[src/dvr_pkg.sv]
package dvr_pkg;

  // Fixed field widths
  localparam int NODE_W    = 4;
  localparam int NODE_CNT  = 16;
  localparam int COST_W    = 16;
  localparam int DIST_W    = 17;
  localparam int HOP_W     = 5;
  localparam int CFG_IDX_W = 2;
  localparam int CFG_DAT_W = 16;

  // Default node count
  localparam int DEF_NODES = 16;

  typedef logic signed [DIST_W-1:0] dvr_dist_t;
  typedef logic signed [HOP_W-1:0]  dvr_hop_t;

  localparam dvr_dist_t DIST_UNREACH = '1;
  localparam dvr_hop_t  HOP_NONE     = '1;

  // Operation codes
  localparam logic OP_ENTRY = 1'b0;
  localparam logic OP_DROP  = 1'b1;

  // Result kinds
  localparam logic KIND_ROUTE   = 1'b0;
  localparam logic KIND_SUMMARY = 1'b1;

  // Configuration register indexes
  localparam logic [CFG_IDX_W-1:0] REG_MY_ID    = 2'd0;
  localparam logic [CFG_IDX_W-1:0] REG_MAX_DIST = 2'd1;

  localparam logic [NODE_W-1:0] MY_ID_RST    = 4'd0;
  localparam logic [COST_W-1:0] MAX_DIST_RST = 16'd16;

  // Control of the shared compare unit
  typedef struct packed {
    logic init;      // load the direct-link candidate
    logic cand_vld;  // a stored vector distance is presented
  } dvr_cmp_ctl_t;

endpackage

[src/dvr_best_unit.sv]
module dvr_best_unit
  import dvr_pkg::*;
(
  input  logic         clk,
  input  dvr_cmp_ctl_t ctl,
  input  dvr_dist_t    init_dist,
  input  dvr_hop_t     init_hop,
  input  dvr_dist_t    cand_dist,
  input  dvr_hop_t     cand_hop,
  output dvr_dist_t    best_dist,
  output dvr_hop_t     best_hop
);

  dvr_dist_t best_r;
  dvr_hop_t  hop_r;
  logic      better;

  // Unreachable loses to any distance; ties keep the held candidate
  always_comb begin
    if (cand_dist[DIST_W-1]) begin
      better = 1'b0;
    end else if (best_r[DIST_W-1]) begin
      better = 1'b1;
    end else begin
      better = cand_dist[DIST_W-2:0] < best_r[DIST_W-2:0];
    end
  end

  // Hold the running minimum
  always_ff @(posedge clk) begin
    if (ctl.init) begin
      best_r <= init_dist;
      hop_r  <= init_hop;
    end else if (ctl.cand_vld && better) begin
      best_r <= cand_dist;
      hop_r  <= cand_hop;
    end
  end

  assign best_dist = best_r;
  assign best_hop  = hop_r;

endmodule

[config.mk]
export PLATFORM = sky130hd
export DESIGN_NAME = dvr_best_unit
export DESIGN_NICKNAME = d
export VERILOG_FILES = /design/src/dvr_pkg.sv /design/src/dvr_best_unit.sv
export SDC_FILE = /design/constraint.sdc
export NUM_CORES = 1
export LEC_CHECK = 0
export ABC_AREA = 1
export BUFFER_PORTS_ARGS = -buffer_cell sky130_fd_sc_hd__clkbuf_2
export CAP_MARGIN = 5
export CORE_MARGIN = 2
export CORE_UTILIZATION = 30
export DETAILED_ROUTE_END_ITERATION = 8
export GPL_ROUTABILITY_DRIVEN = 0
export GPL_TIMING_DRIVEN = 0
export PLACE_DENSITY_LB_ADDON = 0.08
export SLEW_MARGIN = 20
export SYNTH_ARGS = -nofsm -noshare
export SYNTH_HDL_FRONTEND = slang
export SYNTH_SLANG_ARGS = --single-unit
[constraint.sdc]
create_clock -name clk -period 2.67 [get_ports clk]
set_clock_uncertainty 0.1 [all_clocks]
set_input_delay 0.1335 -clock clk [delete_from_list [all_inputs] [get_ports clk]]
set_output_delay 0.1335 -clock clk [all_outputs]
set_load 0.1 [all_outputs]
* Word-level counts from Yosys, hierarchy flattened
Cells that the tools add are included.
W data, S select, Z words.
** Word-level totals
- Flip-flop bits (word level) :: 22
- Word-level logic and storage cells :: 11
- Output and inout bits :: 22
** Operators by class
- Order comparisons :: 1
- Reduce and logical (&&, ||, !) cells :: 2
- Mux-type cells :: 6
** Operator list (count)
- $mux W17 :: 2
- $lt A16 B16 Y1 :: 1
- $mux W5 :: 2
- $mux W1 :: 2
- $reduce_bool A2 Y1 :: 1
- $logic_and A1 B1 Y1 :: 1

* Logic depth before layout (Yosys ltp)
- Depth in word-level cells :: 6
- Gate-level depth with buffers :: 14

* Least setup slack after synthesis
OpenSTA, ideal clock, no wires.
- Kind :: register to register
- Start point :: register best_r[11] (netlist: best_dist[11])
- End point :: register best_r[0] (netlist: best_dist[0]) (enable)
- Library setup time :: 379 ps
- Data required time :: 2191 ps
- Path buffers :: 0
- Arrival :: 2401 ps
- Cell stages (with the launch flop) :: 12
- Path slack :: -210 ps
- Period minus slack after synthesis :: 2880 ps
- Path through :: edfxtp_1 -> inv_1 -> ha_1 -> nand2_1 -> o21bai_1 -> a21oi_1 -> nor2_1 -> nand2_1 -> nand2_1 -> nand3_1 -> nand2_1 -> nand2_1
** Between the ends
- Cells in the longest elaborated chain, start to end :: 5
** Ends and longest elaborated chain
- start: declaration :: RTL line dvr_best_unit.sv:14 : dvr_dist_t best_r;
- start signal: assignment :: RTL line dvr_best_unit.sv:32 : best_r <= init_dist;
- start signal: assignment :: RTL line dvr_best_unit.sv:35 : best_r <= cand_dist;
- $lt A16 B16 Y1 :: RTL line dvr_best_unit.sv:25 : better = cand_dist[DIST_W-2:0] < best_r[DIST_W-2:0];
- $mux W1 :: RTL line dvr_best_unit.sv:22 : end else if (best_r[DIST_W-1]) begin
- $mux W1 :: RTL line dvr_best_unit.sv:20 : if (cand_dist[DIST_W-1]) begin
- $logic_and A1 B1 Y1 :: RTL line dvr_best_unit.sv:34 : end else if (ctl.cand_vld && better) begin
- $reduce_bool A2 Y1 (no line)
Every way passes these cells.
A chain may end at the register's enable or synchronous reset.

* Worst setup path after layout
- Start point :: register best_r[5] (netlist: best_dist[5])
- End point :: register hop_r[4] (netlist: best_hop[4]) (enable)
** Between the ends
- Cells in the longest elaborated chain, start to end :: 5
** Ends and longest elaborated chain
- $lt A16 B16 Y1 :: RTL line dvr_best_unit.sv:25
- $mux W1 :: RTL line dvr_best_unit.sv:22
- $mux W1 :: RTL line dvr_best_unit.sv:20
- $logic_and A1 B1 Y1 :: RTL line dvr_best_unit.sv:34
- $reduce_bool A2 Y1 (no line)
- end signal: assignment :: RTL line dvr_best_unit.sv:33 : hop_r <= init_hop;
- end signal: assignment :: RTL line dvr_best_unit.sv:36 : hop_r <= cand_hop;
- end: declaration :: RTL line dvr_best_unit.sv:15 : dvr_hop_t hop_r;
Every way passes these cells.

==> flow_metrics.tcl <==
set metrics [dict create \
    cts_num_sinks 22 \
    initial_cell_density_of_the_core_pct 31.19 \
    minimum_clock_period_ns 2.267 \
    top_signal_layer_used "met4" \
    cts_root_buf "sky130_fd_sc_hd__clkbuf_8" \
    layout-drive-gt1-share_pct 31.80 \
    final_min_period_over_clock_period_pct 84.91 \
    slew-limit-headroom_pct 60.87 \
    area_growth_pct 33.12 \
    nets 302 \
    hold_viol_final 0 \
    final_common_cell "sky130_fd_sc_hd__nand2_1" \
    cts_resized 0 \
    post_dp_cell_area_um2 1775 \
    tns_ns 0 \
    mappedNetlistNets 229 \
    stdcell_area_um2 1821 \
    drt_first_pass_iters 4 \
    grt_pass1_vias 1173 \
    numCtsBuffers 3 \
    grt_overflow_total 0 \
    grt_antenna_before_repair 0 \
    core_area_um2 4384 \
    timing.reg2reg.worst_path_depth 11 \
    grt_first_pass_wirelength_um 5030 \
    port_buffer_count 68 \
    critPathRequiredTime_ns 2.47 \
    yosys_warnings 0 \
    timing.critical_path.from_type "flip-flop" \
    power_density_normalized_to_cell_area_nw_per_um2 587.1 \
    max_slew.worst_pin.slew_ns 0.5870 \
    p_leak_nw 1.039 \
    cts_max_level 1 \
    clk-insertion-delay-late_ns 0.26 \
    cts-hold-fix-buffers 0 \
    worst-endpoint-arrival_ns 2.07 \
    tritoncts "done" \
    post_synth_inst_count 167 \
    route.detailed.drc 0 \
    timing.critical_path.from "best_dist[5]" \
    avgRoutedWirePerCell_um 10.60 \
    synth.yosys.seq_area_share_pct 48.31 \
    critical_path.endpoint_type "flip-flop" \
    grt_start_max_net_pins 23 \
    reg2reg_from "best_dist[5]" \
    max-vdd-ir-drop_uv 265.8 \
    worstSetupEndpoint "best_hop[4]" \
    postCtsSetupBuffers 0 \
    hold-worst-slack_ns 0.03217 \
    synth.lib_cells_used.distinct 14 \
    clock.fmax_mhz 441.1 \
    number_of_synthesized_register_bits 22 \
    status "finished clean" \
    crit-reg2reg-capture "best_hop[4]" \
    layout_common_cells "sky130_fd_sc_hd__nand2_1 (83), sky130_fd_sc_hd__clkbuf_2 (68), sky130_fd_sc_hd__inv_1 (22), sky130_fd_sc_hd__edfxtp_1 (22), sky130_fd_sc_hd__ha_1 (15)" \
    clockBufferDepth 2 \
    dr.first_iter.drc_count 12 \
    crit_type "flip-flop to flip-flop" \
    antenna_diode_count 0 \
    viasPerCell 4.189 \
    reported_max_cap_violation_count 0 \
    antenna_violating_nets_post_route 0 \
    die_area_um2 5114 \
    placementRows 24 \
    critical_path.max_fanout 22 \
    wl_met1_um 1318 \
    grt_usage_pct 12.73 \
    drt-total-wl_um 3084 \
    wl_met3_um 243 \
    hpwl_um 2453 \
    grt_setup_unrepaired "no" \
    clkTransAtPathRegs_ns 0.08 \
    die_w_um 71.52 \
    hold_path_depth 3 \
    final-max-slew-violation-count 0 \
    die_height_um 71.52 \
    vias 1219 \
    met2WireLength_um 1503 \
    finalSetupViolations 0 \
    timing.hold.worst.class "input pin to flip-flop" \
    reg2reg_setup_slack_ns 0.40 \
    design.portCount 69 \
    post_synth.cell_area_avg_um2 8.189 \
    netlist_area_um2 1368 \
]
-- kinds of logic after synthesis --
| logic type | share of synthesized area [%] |
|---|---|
| AO/OA/AOI/OAI | 3.476 |
| flip-flops | 48.31 |
| AND/OR/NAND/NOR | 26.81 |
| buffers and inverters | 7.685 |
| adder cells (fa/ha/maj) | 13.72 |
-- worst min path at each step --
stage / startpoint / end / slack (ns)
after floorplan: cand_dist[10] / best_dist[10] / 0.21
after detailed placement: cand_hop[2] / best_hop[2] / 0.30
final: cand_hop[2] / best_hop[2] / 0.03
after global routing: init_dist[9] / best_dist[9] / 0.03
after global placement: cand_hop[2] / best_hop[2] / 0.30
after CTS: cand_hop[2] / best_hop[2] / 0.02
-- state kept, by name (all words and copies together) (netlist names) --
register / count
best_dist: 17
best_hop: 5
-- per-stage QoR --
stage | power (mW) | utilization (%) | instances | worst slack (ns)
floorplan | 0.7752 | - | 167 | 0.0007896
global placement | 0.8698 | 40.50 | 287 | 0.3837
detailed placement | 0.8708 | 40.50 | 287 | 0.3847
CTS | 1.093 | 41.52 | 291 | 0.3630
global route | 1.134 | 41.52 | 291 | 0.1877
finish | 1.069 | 41.52 | 291 | 0.4028
-- synthesized netlist by cell type, drive strengths merged --
cell type  instances  share of area, %
ha                15                14
nand4              1              0.46
inv               24               6.6
o21ai              2              0.73
nand2             84                23
clkbuf             4               1.1
edfxtp            22                48
a21oi              6               2.2
nor3               2               1.5
nand3              2              0.73
o21bai             1              0.55
nor2               4               1.1
-- worst max-delay path, stage by stage, from the launching register on --
cell	delay, ns
sky130_fd_sc_hd__edfxtp_1	0.40
sky130_fd_sc_hd__inv_1	0.07
sky130_fd_sc_hd__ha_1	0.23
sky130_fd_sc_hd__a21oi_1	0.16
sky130_fd_sc_hd__nor2_1	0.07
sky130_fd_sc_hd__nor3_2	0.10
sky130_fd_sc_hd__nand2_1	0.08
sky130_fd_sc_hd__nand2_1	0.08
sky130_fd_sc_hd__nand3_1	0.07
sky130_fd_sc_hd__nand3_1	0.09
sky130_fd_sc_hd__nand2_1	0.06
sky130_fd_sc_hd__nand2_2	0.42
-- report_power, final --
part / internal (mW) / switching, mW / total [mW]
registers: 0.421 / 0.0143 / 0.435
logic: 0.0914 / 0.331 / 0.422
clock network: 0.103 / 0.109 / 0.211
-- cell type report --
cell class | instances | area (um2)
flip-flops and latches | 22 | 660.6
inverters | 24 | 90.09
plain buffers | 4 | 15.01
fillers | 477 | 2564
repair buffers | 68 | 340.3
well taps | 52 | 65.06
clock buffers | 3 | 41.29
clock inverters | 1 | 3.754
multi-input cells | 117 | 604.3
-- metal layers --
metal	GRT usage, %	vias to the layer above
li1	-	671
met3	4.501	2
met1	14.12	506
met2	23.46	40
met5	0	-
met4	2.516	0
Note: power is estimated with default switching activity, not from simulation.
